## src/hdl/tac_pkg.sv

```systemverilog
// Shared types and constants for the two's complement arithmetic unit.
// No dependencies; imported by tac_ctrl, tac_dp and twos_complement_alu.
package tac_pkg;

    // Internal arithmetic width; item fields stay 8 bits wide.
    localparam int WIDTH    = 8;
    localparam int BIT_W    = $clog2(WIDTH);
    localparam int OP_W     = 3;
    localparam int FIELD_W  = 8;
    localparam int STATUS_W = 2;

    localparam logic [OP_W-1:0] OP_ADD  = 3'd0;
    localparam logic [OP_W-1:0] OP_SUB  = 3'd1;
    localparam logic [OP_W-1:0] OP_MUL  = 3'd2;
    localparam logic [OP_W-1:0] OP_FACT = 3'd3;
    localparam logic [OP_W-1:0] OP_DIV  = 3'd4;

    localparam logic [STATUS_W-1:0] ST_OK       = 2'd0;
    localparam logic [STATUS_W-1:0] ST_DIV_ZERO = 2'd1;
    localparam logic [STATUS_W-1:0] ST_FACT_NEG = 2'd2;

    typedef struct packed {
        logic [OP_W-1:0]           operation;
        logic signed [FIELD_W-1:0] operand_a;
        logic signed [FIELD_W-1:0] operand_b;
    } req_item_t;

    typedef struct packed {
        logic signed [FIELD_W-1:0] result_value;
        logic signed [FIELD_W-1:0] remainder_value;
        logic                      overflow_flag;
        logic [STATUS_W-1:0]       status;
    } rsp_item_t;

    // Controller -> datapath
    typedef struct packed {
        logic load;
        logic div_step;
        logic fact_step;
        logic out_write;
    } tac_cmd_t;

    // Datapath -> controller
    typedef struct packed {
        logic run_div;
        logic run_fact;
        logic div_last;
        logic fact_done;
    } tac_sts_t;

endpackage

```

## src/hdl/tac_ctrl.sv

```systemverilog
// Sequencer for the arithmetic unit: handshakes and iteration control.
// Depends on tac_pkg (command and status structs).
module tac_ctrl (
    input  logic              clk,
    input  logic              rst_n,
    input  logic              req_valid,
    output logic              req_ready,
    output logic              rsp_valid,
    input  logic              rsp_ready,
    output tac_pkg::tac_cmd_t cmd,
    input  tac_pkg::tac_sts_t sts
);
    import tac_pkg::*;

    localparam logic [2:0] S_IDLE     = 3'd0;
    localparam logic [2:0] S_DISPATCH = 3'd1;
    localparam logic [2:0] S_DIV      = 3'd2;
    localparam logic [2:0] S_FACT     = 3'd3;
    localparam logic [2:0] S_DONE     = 3'd4;

    logic [2:0] state_reg, state_next;
    logic       valid_reg, valid_next;
    logic       out_free;

    assign req_ready = (state_reg == S_IDLE);
    assign rsp_valid = valid_reg;
    assign out_free  = !valid_reg || rsp_ready;

    always_comb
    begin
        state_next    = state_reg;
        valid_next    = valid_reg && !rsp_ready;
        cmd           = '0;
        unique case (state_reg)
            S_IDLE:
            begin
                if (req_valid)
                begin
                    cmd.load   = 1'b1;
                    state_next = S_DISPATCH;
                end
            end
            S_DISPATCH:
            begin
                if (sts.run_div)
                    state_next = S_DIV;
                else if (sts.run_fact)
                    state_next = S_FACT;
                else
                    state_next = S_DONE;
            end
            S_DIV:
            begin
                cmd.div_step = 1'b1;
                if (sts.div_last)
                    state_next = S_DONE;
            end
            S_FACT:
            begin
                if (sts.fact_done)
                    state_next = S_DONE;
                else
                    cmd.fact_step = 1'b1;
            end
            S_DONE:
            begin
                if (out_free)
                begin
                    cmd.out_write = 1'b1;
                    valid_next    = 1'b1;
                    state_next    = S_IDLE;
                end
            end
            default:
                state_next = S_IDLE;
        endcase
    end

    always_ff @(posedge clk or negedge rst_n)
    begin
        if (!rst_n)
        begin
            state_reg <= S_IDLE;
            valid_reg <= 1'b0;
        end
        else
        begin
            state_reg <= state_next;
            valid_reg <= valid_next;
        end
    end

endmodule

```

## src/hdl/tac_dp.sv

```systemverilog
// Datapath: operand registers, divide and factorial iteration registers, result register.
// Depends on tac_pkg (item types, opcodes, command and status structs).
module tac_dp (
    input  logic               clk,
    input  tac_pkg::req_item_t req,
    output tac_pkg::rsp_item_t rsp,
    input  tac_pkg::tac_cmd_t  cmd,
    output tac_pkg::tac_sts_t  sts
);
    import tac_pkg::*;

    logic [OP_W-1:0]  op_reg;
    logic [WIDTH-1:0] a_reg, b_reg;
    logic [WIDTH-1:0] acc_reg;      // factorial product
    logic [WIDTH-1:0] iter_reg;     // factorial multiplier
    logic [WIDTH-1:0] dvd_reg;      // dividend magnitude in, quotient out
    logic [WIDTH-1:0] rem_reg;      // partial remainder
    logic [BIT_W-1:0] bit_reg;
    rsp_item_t        rsp_reg, rsp_next;

    logic [WIDTH-1:0] a_in, b_in, a_mag, b_mag;
    logic [WIDTH-1:0] r_shift, r_sub;
    logic             r_ge;
    logic [WIDTH-1:0] fact_prod, mul_prod;
    logic [WIDTH-1:0] sum, diff, res, rem;
    logic             ovf;
    logic [STATUS_W-1:0] st;

    // Sign-extend the 8-bit fields into the working width
    assign a_in  = WIDTH'(req.operand_a);
    assign b_in  = WIDTH'(req.operand_b);
    assign a_mag = a_in[WIDTH-1] ? (WIDTH'(0) - a_in) : a_in;
    assign b_mag = b_reg[WIDTH-1] ? (WIDTH'(0) - b_reg) : b_reg;

    // Restoring division step
    assign r_shift = {rem_reg[WIDTH-2:0], dvd_reg[WIDTH-1]};
    assign r_ge    = (r_shift >= b_mag);
    assign r_sub   = r_shift - b_mag;

    assign fact_prod = WIDTH'(acc_reg * iter_reg);
    assign mul_prod  = WIDTH'(a_reg * b_reg);
    assign sum       = a_reg + b_reg;
    assign diff      = a_reg - b_reg;

    assign sts.run_div   = (op_reg == OP_DIV) && (b_reg != '0);
    assign sts.run_fact  = (op_reg == OP_FACT) && !a_reg[WIDTH-1];
    assign sts.div_last  = (bit_reg == '0);
    assign sts.fact_done = (iter_reg > a_reg) || (acc_reg == '0);

    always_comb
    begin
        res = '0;
        rem = '0;
        ovf = 1'b0;
        st  = ST_OK;
        unique case (op_reg)
            OP_ADD:
            begin
                res = sum;
                ovf = !(a_reg[WIDTH-1] ^ b_reg[WIDTH-1]) && (a_reg[WIDTH-1] ^ sum[WIDTH-1]);
            end
            OP_SUB:
            begin
                res = diff;
                ovf = (a_reg[WIDTH-1] ^ b_reg[WIDTH-1]) && (a_reg[WIDTH-1] ^ diff[WIDTH-1]);
            end
            OP_MUL:
                res = mul_prod;
            OP_FACT:
            begin
                if (a_reg[WIDTH-1])
                    st = ST_FACT_NEG;
                else
                    res = acc_reg;
            end
            OP_DIV:
            begin
                if (b_reg == '0)
                    st = ST_DIV_ZERO;
                else
                begin
                    res = (a_reg[WIDTH-1] ^ b_reg[WIDTH-1]) ? (WIDTH'(0) - dvd_reg) : dvd_reg;
                    rem = a_reg[WIDTH-1] ? (WIDTH'(0) - rem_reg) : rem_reg;
                end
            end
            default:
            begin
                res = '0;
            end
        endcase
        rsp_next.result_value    = FIELD_W'(res);
        rsp_next.remainder_value = FIELD_W'(rem);
        rsp_next.overflow_flag   = ovf;
        rsp_next.status          = st;
    end

    always_ff @(posedge clk)
    begin
        if (cmd.load)
        begin
            op_reg   <= req.operation;
            a_reg    <= a_in;
            b_reg    <= b_in;
            dvd_reg  <= a_mag;
            rem_reg  <= '0;
            bit_reg  <= BIT_W'(WIDTH - 1);
            acc_reg  <= WIDTH'(1);
            iter_reg <= WIDTH'(2);
        end
        if (cmd.div_step)
        begin
            rem_reg <= r_ge ? r_sub : r_shift;
            dvd_reg <= {dvd_reg[WIDTH-2:0], r_ge};
            bit_reg <= bit_reg - BIT_W'(1);
        end
        if (cmd.fact_step)
        begin
            acc_reg  <= fact_prod;
            iter_reg <= iter_reg + WIDTH'(1);
        end
        if (cmd.out_write)
            rsp_reg <= rsp_next;
    end

    assign rsp = rsp_reg;

endmodule

```

## src/hdl/twos_complement_alu.sv

```systemverilog
// Top level of the two's complement arithmetic unit.
// Depends on tac_pkg, tac_ctrl and tac_dp.
//
// Takes one request item (operation, operand_a, operand_b) at a time and
// returns one response item per request, in order. Add, subtract, multiply
// and unused opcodes go from acceptance to the result register through
// load, dispatch and write. Divide runs restoring division one quotient bit
// per cycle on a single shared subtract/compare unit. Factorial runs one
// multiply per cycle through a single WIDTH x WIDTH multiplier until the
// multiplier passes operand_a or the product wraps to zero, and the
// sequencer checks for that end before each multiply; at WIDTH = 8 the run
// is longest once operand_a is 10 or more. Division by zero and negative
// factorial operands skip the iteration and return a zero result with an
// error status. A finished response sits in an output register, so a new
// request is taken as soon as the sequencer is back in idle, even while the
// previous response waits for rsp_ready; a response that cannot be written
// because the register is still full holds the sequencer until it drains.
module twos_complement_alu (
    input  logic               clk,
    input  logic               rst_n,
    input  logic               req_valid,
    output logic               req_ready,
    input  tac_pkg::req_item_t req,
    output logic               rsp_valid,
    input  logic               rsp_ready,
    output tac_pkg::rsp_item_t rsp
);
    import tac_pkg::*;

    tac_cmd_t cmd;
    tac_sts_t sts;

    // Sequencer: owns the handshakes and sequences the divide/factorial iterations
    tac_ctrl u_ctrl (
        .clk       (clk),
        .rst_n     (rst_n),
        .req_valid (req_valid),
        .req_ready (req_ready),
        .rsp_valid (rsp_valid),
        .rsp_ready (rsp_ready),
        .cmd       (cmd),
        .sts       (sts)
    );

    // Datapath: operand capture, iteration registers, response register
    tac_dp u_dp (
        .clk (clk),
        .req (req),
        .rsp (rsp),
        .cmd (cmd),
        .sts (sts)
    );

endmodule
```

## config.mk

```make
export PLATFORM = sky130hd
export DESIGN_NAME = twos_complement_alu
export DESIGN_NICKNAME = d
export VERILOG_FILES = /design/src/hdl/tac_pkg.sv /design/src/hdl/tac_ctrl.sv /design/src/hdl/tac_dp.sv /design/src/hdl/twos_complement_alu.sv
export SDC_FILE = /design/constraint.sdc
export NUM_CORES = 1
export LEC_CHECK = 0
export BUFFER_PORTS_ARGS = -buffer_cell sky130_fd_sc_hd__buf_2
export CAP_MARGIN = 25
export CORE_MARGIN = 3
export CORE_UTILIZATION = 54
export CTS_CLUSTER_DIAMETER = 200
export DETAILED_ROUTE_END_ITERATION = 7
export PLACE_DENSITY_LB_ADDON = 0.15
export SLEW_MARGIN = 20
export SYNTH_ARGS = -nofsm -noshare
export SYNTH_HDL_FRONTEND = slang
export SYNTH_SLANG_ARGS = --single-unit
```

## constraint.sdc

```tcl
create_clock -name clk -period 6.3 [get_ports clk]
set_clock_uncertainty 0.05 [all_clocks]
set_input_delay 1.26 -clock clk [delete_from_list [all_inputs] [get_ports clk]]
set_output_delay 1.26 -clock clk [all_outputs]
set_load 0.1 [all_outputs]
```

## Word level (Yosys, flattened, before mapping)

Index checks and enable logic that the tools add are counted.

- Flip-flop bits (word level): 77
- Bits of input ports: 23
- Logic and storage cells: 102

- Add/subtract/negate cells: 9
- Multipliers: 2
- $lt $le $gt $ge: 2
- Equal/unequal tests: 12
- Multiplexer cells: 38
- Bitwise operators: 4
- Reductions and logical operators: 21

Operators by type and width:

| operator | count |
|---|---|
| 8-bit two-way mux | 15 |
| 8-bit one-hot mux with 5 select lines | 1 |
| 1-bit by 8-bit subtractor with 8-bit output, first input constant | 4 |
| 3-bit two-way mux | 8 |
| 8-bit zero test | 2 |
| 8-bit by 8-bit multiplier with 8-bit output | 2 |
| 8-bit subtractor | 2 |
| 3-bit one-hot mux with 5 select lines | 1 |
| 3-bit by 2-bit == test with 1-bit output, second input constant | 4 |
| 1-bit two-way mux | 10 |
| 3-bit zero test | 3 |
| 8-bit by 1-bit adder with 8-bit output, second input constant | 1 |
| 8-bit adder | 1 |
| 8-bit >= comparator | 1 |
| 8-bit > comparator | 1 |
| 8-bit nonzero test | 1 |
| 3-bit by 1-bit == test with 1-bit output, second input constant | 2 |
| 3-bit == test, second input constant | 2 |
| 2-bit != test, second input constant | 3 |
| 1-bit logical AND | 5 |
| 1-bit zero test | 4 |
| 2-bit one-hot mux with 2 select lines | 1 |
| 4-bit AND reduction | 1 |
| 2-bit nonzero test | 2 |
| 8 further kinds | 11 |

## Depth between registers and ports, before layout

Gate-level depths: netlist of run 1.

- Depth after elaboration: 5
- Depth in mapped cells: 16
- Mapped depth without buffers: 16

## Hierarchy

Synthesis of run 1 repeated with hierarchy kept, for this count alone.

- Cells, all modules: 692
- Area, all modules: 6,727.7 um2

By module, submodules not included:

| module | instances | cells an instance | area each (um2) |
|---|---|---|---|
| tac_dp | 1 | 659 | 6,428.7 |
| tac_ctrl | 1 | 33 | 299.0 |

## Worst setup path before layout of run 1

OpenSTA, ideal clock, no wires.

- Path type: flip-flop to flip-flop
- Start: register u_dp.a_reg[1]
- End: register u_dp.rsp_reg (netlist bit u_dp.rsp[18]), data pin
- Arrival: 4,018 ps
- Path slack: 1,962 ps
- Stages on the path, launching flop included: 15
- Path buffers: 0
- Clock period less this slack: 4,338 ps
- Cells stage by stage: edfxtp_1 nand2_1 fa_1 fa_1 inv_1 fa_1 inv_1 fa_1 inv_1 ha_1 a21oi_1 xnor3_1 xnor3_1 a211oi_1 o211ai_1

- Longest elaborated chain between the ends: 2
- Elaborated cells on any way between the ends: 4
- Classes of those cells: add/sub: 2; mul: 1; mux: 1

Ends and longest elaborated chain:

| what | line | source |
|---|---|---|
| from (decl) | tac_dp.sv:13 | `logic [WIDTH-1:0] a_reg, b_reg;` |
| from (signal assigned) | tac_dp.sv:102 | `a_reg <= a_in;` |
| 8-bit by 8-bit multiplier with 8-bit output (tied with other cells) | tac_dp.sv:41 | `assign mul_prod = WIDTH'(a_reg * b_reg);` |
| 8-bit one-hot mux with 5 select lines * | tac_dp.sv:56 | `unique case (op_reg)` |
| via u_dp.res[7] | tac_dp.sv:25 | `logic [WIDTH-1:0] sum, diff, res, rem;` |
| to (signal assigned) | tac_dp.sv:122 | `rsp_reg <= rsp_next;` |
| to (decl) | tac_dp.sv:19 | `rsp_item_t rsp_reg, rsp_next;` |

Mark *: on every way through the listed nets, which the timed path passes. The rest lies on a longest branch.
A chain may end at the register's enable or synchronous reset.

## Worst setup path after layout of run 1

Same ends and word-level chain as after synthesis.

==> flow_metrics.env, run 1 <==
export IMPL_maxSlewHeadroom_pct=33.4
export IMPL_setup_violations=0
export IMPL_tightestPinTransition_ns=0.999
export IMPL_routabilityCongestion=0.918
export IMPL_synth_area_leaders="edfxtp_1, ha_1, fa_1, xnor2_1, inv_1"
export IMPL_crit_type="reg -> reg"
export IMPL_reg2reg_to="u_dp.rsp[18]"
export IMPL_power_leakage_nw=3.20
export IMPL_yosys_area_top_type_share_pct=33.1
export IMPL_clockBufferDepth=2
export IMPL_htree_levels=3
export IMPL_ant_nets=0
export IMPL_post_cts_buffers=0
export IMPL_rrSetupSlack_ns=1.65
export IMPL_clk_pin_slew_worst_paths_ns=0.06
export IMPL_fin_util_pct=61.8
export IMPL_synth_distinct_cells=57
export IMPL_rsz0062_at_grt="false"
export IMPL_power_density_nw_per_um2=534
export IMPL_total_power_mw=3.87
export IMPL_core_rowCount=39
export IMPL_min_to="u_ctrl.rsp_valid"
export IMPL_end_kind="register"
export IMPL_grt_pass1_wl_mm=25.7
export IMPL_ys_ff_latch=77
export IMPL_fin_nets=849
export IMPL_start_util_pct=56.5
export IMPL_hpwl_mm=12.8
export IMPL_yosysSeqAreaShare_pct=34.7
export IMPL_final_hold_viol_count=0
export IMPL_cts_tree="built"
export IMPL_totalWireLength_mm=16.1
export IMPL_synthCells=693
export IMPL_period_minus_slack_ns=4.65
export IMPL_yosysMostFrequentCell="inv_1"
export IMPL_fillers=988
export IMPL_avgRoutedWirePerCell_um=18.4
export IMPL_drt_iter0_markers=472
export IMPL_min_path_type="reg -> reg"
export IMPL_worstHoldStart="u_ctrl.rsp_valid"
export IMPL_seq_area_um2=2290
export IMPL_grt_antenna_before_repair=0
export IMPL_synth_top_cell_by_area="edfxtp_1"
export IMPL_postSynth_asyncResetShare_pct=5.19
export IMPL_min_path_cells=2
export IMPL_synth_edf_count=73
export IMPL_required_ns=6.33
export IMPL_crit_arrival_ns=4.68
export IMPL_firstDrtPassIters=6
export IMPL_die_height_um=117
export IMPL_critPathMaxFanout=8
export IMPL_largest_reg_flops=19
export IMPL_yosys_warnings=0
export IMPL_clkSinkCount=77
export IMPL_syn_num_nets=812
export IMPL_die_w_um=117
export IMPL_start_kind="register"
export IMPL_cts_repair_resized=0
export IMPL_grt_overflow=0
export IMPL_grt_total_usage_pct=25.2
export IMPL_synthFlopType="edfxtp_1"
export IMPL_io_pins=44
export IMPL_tns_ns=0
export IMPL_numCtsBuffers=9
export IMPL_post_route_drc_count=0
export IMPL_die_area_um2=13600
export IMPL_grt_max_degree=21
export IMPL_final_max_slew_viol_count=0
export IMPL_timing_final_crit_share_pct=73.7
export IMPL_viasPerCell=5.73
export IMPL_grt_pass1_vias=4954
export IMPL_syn_area_um2=6610
export IMPL_area_growth_pct=9.50
export IMPL_vias=5032
export IMPL_r2r_worst_path_cells=14
export IMPL_num_antenna_cells=0
export IMPL_hold_buffers=0
export IMPL_outcome="completed"
export IMPL_layout_drive_gt1_share_pct=9.12
export IMPL_r2r_start="u_dp.a_reg[1]"
export IMPL_fp_coreArea_um2=11700
export IMPL_multi_input_comb_area_um2=3920
export IMPL_cts_root_buffer="clkbuf_16"
export IMPL_fmax_ghz=0.215
export IMPL_ys_top_cells_by_count="inv_1, edfxtp_1, nor2_1"
export IMPL_port_buffers=43
export IMPL_ir_drop_mv=0.377
export IMPL_clk_latency_ns=0.35
export IMPL_syn_mean_instance_area_um2=9.54
export IMPL_drv_cap=0
worst max-delay path, cell delays in order, from the launching register on:
cell      delay (ns)
edfxtp_1        0.58
nand2_1         0.14
fa_1            0.46
fa_1            0.55
inv_1           0.05
fa_1            0.47
inv_1           0.06
fa_1            0.52
inv_1           0.04
ha_1            0.32
a21oi_1         0.16
xnor3_1         0.23
xnor3_1         0.38
a211oi_1        0.25
o211ai_1        0.14
per-layer routing:
layer	routed length [um]	global-route usage, %
met1	7220	36.8
met2	7270	38.1
met3	1300	4.25
met4	321	8.56
met5	0	0
layout by cell type, fill, tap and decap left out, types with 25 or more instances in the layout:
cell,n
inv_1,87
xnor2_1,44
buf_2,43
nand2_1,66
nor2_1,73
fa_1,27
ha_1,69
edfxtp_1,73
a21oi_1,25
o21ai_0,26
logic make-up (layout without fill, tap and decap cells):
group	count (synthesis)	after routing	synth area share, %
muxes	11	11	1.85
DFF	77	77	34.7
and+or+nand+nor	226	226	16.0
AOI/OAI and AO/OA	109	109	10.7
adders and majority gates	96	96	21.2
xor gates and xnor gates	68	68	9.42
buffers and inverters	106	148	6.11
area by class of cell:
class,instances,area share (%)
inverters,88,4.56
multi-input cells,510,54.1
well taps,143,2.47
clock inverters,7,1.04
flip-flops and latches,77,31.7
clock buffers,9,3.11
repair buffers,44,3.08
power by group:
group	internal [mW]	leakage, nW	switching (mW)
Sequential	0.772	0.734	0.195
Combinational	0.940	2.31	1.43
Clock	0.308	0.150	0.216
Total	2.02	3.20	1.84
how the worst max path moves through the flow:
stage                       start            to
finish              u_dp.a_reg[1]  u_dp.rsp[18]
global route        u_dp.a_reg[1]  u_dp.rsp[18]
CTS                 u_dp.a_reg[1]  u_dp.rsp[18]
detailed placement  u_dp.a_reg[1]  u_dp.rsp[18]
global placement    u_dp.a_reg[1]  u_dp.rsp[18]
floorplan           u_dp.a_reg[1]  u_dp.rsp[18]
through the flow:
stage / hold WS [ns] / std cells / instance area (um^2) / setup slack, ns
final: 0.466 / 878 / 7240 / 1.65
after global placement: 0.451 / 862 / 6940 / 1.78
after detailed placement: 0.452 / 862 / 6940 / 1.66
after CTS: 0.467 / 878 / 7240 / 1.65
after global routing: 0.494 / 878 / 7240 / 1.45
after floorplan: 0.472 / 693 / 6610 / 1.96
Power figures use the tool's default switching activity.
==> run 2: changes to the inputs <==
--- a/config.mk
+++ b/config.mk
@@ -5,6 +5,7 @@
 export SDC_FILE = /design/constraint.sdc
 export NUM_CORES = 1
 export LEC_CHECK = 0
+export ABC_AREA = 1
 export BUFFER_PORTS_ARGS = -buffer_cell sky130_fd_sc_hd__buf_2
 export CAP_MARGIN = 25
 export CORE_MARGIN = 3
==> constraint.sdc (replaced) <==
create_clock -name clk -period 3.8 [get_ports clk]
set_clock_uncertainty 0.05 [all_clocks]
set_input_delay 0.76 -clock clk [delete_from_list [all_inputs] [get_ports clk]]
set_output_delay 0.76 -clock clk [all_outputs]
set_load 0.1 [all_outputs]
==> run 2 against run 1 <==
Net effect:
- via count up 19%
- setup slack lost 1.6 ns
- design area up 14%
- wire length rose by 4.8%
- clock-buffer cell count did not move
- largest cell class unchanged
- highest routed layer unchanged
==> flow_metrics.env, run 2 <==
export IMPL_outcome="completed"
export IMPL_io_pins=44
export IMPL_crit_type="reg -> reg"
export IMPL_routabilityCongestion=0.934
export IMPL_syn_mean_instance_area_um2=7.93
export IMPL_path_cells="buf_4 > ha_2 > fa_1 > ha_4 > fa_1 > inv_1 > fa_2 > inv_2 > ha_4 > buf_4 > a31oi_2 > nand3_1 > nand3_1 > nand2_1"
export IMPL_totalWireLength_mm=16.9
export IMPL_postSynth_asyncResetShare_pct=5.19
export IMPL_die_area_um2=14500
export IMPL_clkSinkCount=77
export IMPL_clockBufferDepth=2
export IMPL_start_util_pct=55.7
export IMPL_yosys_warnings=0
export IMPL_yosys_area_top_type_share_pct=30.9
export IMPL_hold_buffers=0
export IMPL_final_common_cell="nand2_1"
export IMPL_clk_pin_slew_worst_paths_ns=0.06
export IMPL_viasPerCell=5.17
export IMPL_place_inst=1133
export IMPL_clk_latency_ns=0.36
export IMPL_min_path_type="in -> async"
export IMPL_r2r_start="u_dp.b_reg[3]"
export IMPL_cts_root_buffer="clkbuf_16"
export IMPL_power_leakage_nw=4.26
export IMPL_timing_final_crit_share_pct=98.1
export IMPL_final_cell_mix="nand2_1, inv_1, edfxtp_1"
export IMPL_rsz0062_at_grt="true"
export IMPL_grt_max_degree=21
export IMPL_fin_nets=1105
export IMPL_fillers=1123
export IMPL_synth_distinct_cells=51
export IMPL_layout_drive_gt1_share_pct=19.2
export IMPL_total_power_mw=6.71
export IMPL_grt_pass1_vias=5568
export IMPL_syn_num_nets=1013
export IMPL_num_antenna_cells=0
export IMPL_largest_reg_flops=19
export IMPL_ant_nets=0
export IMPL_core_rowCount=41
export IMPL_numCtsBuffers=9
export IMPL_grt_antenna_before_repair=0
export IMPL_reg2reg_to="u_dp.rsp[18]"
export IMPL_syn_area_um2=7090
export IMPL_grt_overflow=0
export IMPL_r2r_worst_path_cells=14
export IMPL_firstDrtPassIters=6
export IMPL_tightestPinTransition_ns=0.811
export IMPL_fp_coreArea_um2=12700
export IMPL_power_density_nw_per_um2=811
export IMPL_synth_area_leaders="edfxtp_1, ha_1, nand2_1, inv_1, fa_1"
export IMPL_period_minus_slack_ns=3.73
export IMPL_final_max_slew_viol_count=0
export IMPL_fmax_ghz=0.268
export IMPL_grt_total_usage_pct=24.2
export IMPL_htree_levels=3
export IMPL_slowest_stage="fa_1"
export IMPL_avgRoutedWirePerCell_um=14.5
export IMPL_final_cell_count_no_fill=1163
export IMPL_final_hold_viol_count=0
export IMPL_synthCells=894
export IMPL_port_buffers=43
export IMPL_die_w_um=121
export IMPL_yosysSeqAreaShare_pct=32.3
export IMPL_rrSetupSlack_ns=0.07
export IMPL_tns_ns=0
export IMPL_post_route_drc_count=0
export IMPL_start_kind="register"
export IMPL_synthFlopType="edfxtp_1"
export IMPL_cts_tree="built"
export IMPL_required_ns=3.86
export IMPL_end_kind="register"
export IMPL_synth_top_cell_by_area="edfxtp_1"
export IMPL_crit_arrival_ns=3.78
export IMPL_drt_iter0_markers=372
export IMPL_hpwl_mm=13.4
export IMPL_critPathMaxFanout=3
export IMPL_setup_violations=0
export IMPL_drv_cap=0
export IMPL_yosysMostFrequentCell="nand2_1"
export IMPL_ys_top_cells_by_count="nand2_1, inv_1, edfxtp_1"
export IMPL_synth_edf_count=73
export IMPL_ys_ff_latch=77
export IMPL_maxSlewHeadroom_pct=45.8
export IMPL_ir_drop_mv=0.542
export IMPL_die_height_um=121
export IMPL_grt_pass1_wl_mm=27.5
export IMPL_max_stage_delay_ns=0.56
export IMPL_vias=6010
export IMPL_area_growth_pct=16.9
==> run 2: cell type report <==
type	instances	area, um^2	area share [%]
Sequential cell	77	2290	27.7
Inverter	194	731	8.82
Clock inverter	7	80.1	0.967
Multi-Input combinational cell	603	4080	49.3
Clock buffer	9	225	2.72
Tap cell	172	215	2.60
Timing Repair Buffer	101	658	7.94
==> run 2: worst max path at each step <==
stage                             start      endpoint
after detailed placement  u_dp.a_reg[3]  u_dp.rsp[18]
after global routing      u_dp.b_reg[3]  u_dp.rsp[18]
after CTS                 u_dp.a_reg[2]  u_dp.rsp[17]
after global placement    u_dp.a_reg[2]  u_dp.rsp[17]
after floorplan           u_dp.a_reg[1]  u_dp.rsp[18]
final                     u_dp.b_reg[3]  u_dp.rsp[18]
==> run 2: routing by layer <==
layer	GRT usage (%)	vias to the layer above	share of wire (%)
met1	34.0	2796	47
li1	-	3038	-
met4	6.94	0	1.5
met2	38.7	157	47
met3	4.26	19	5.0
met5	0	-	0
==> run 2: critical path: cells and delay by family, from the launching register on <==
family          cells  cell delay [ns]
fa+ha+maj           6             2.25
flops               1             0.40
buf+inv             4             0.39
simple gates        3             0.21
compound gates      1             0.19
==> run 2: cells by family (layout without fill, tap and decap cells) <==
kind of cell    count (synthesis)  after routing  share of synthesized area (%)
fa+ha+maj                      96             96                           19.8
buf+inv                       214            311                           12.0
flops                          77             77                           32.3
simple gates                  367            367                           22.8
xor+xnor                       38             38                           4.70
compound gates                102            102                           8.33
==> run 2: timing repair <==
action	4_1_cts	5_1_grt
gates resized for setup	1	32
buffers inserted	3	11
endpoints found under the setup margin	2	5
pin swaps	0	18
==> run 2: where the power goes <==
part           internal (mW)  switching, mW  total [mW]
clock                  0.517          0.372       0.889
combinational           1.67           2.75        4.42
sequential              1.23          0.171        1.40
total                   3.42           3.29        6.71
==> run 2: per-stage QoR <==
stage / hold slack, ns / cell area, um^2 / setup slack [ns] / util (%)
6_report: 0.144 / 8280 / 0.0727 / 65.1
5_1_grt: 0.143 / 8280 / -0.0362 / 65.1
4_1_cts: 0.140 / 8070 / 0.000986 / 63.4
3_5_place_dp: 0.491 / 7740 / -0.0390 / 60.8
3_3_place_gp: 0.491 / 7740 / 0.0264 / 60.8
2_1_floorplan: 0.414 / 7090 / 0.00637 / -
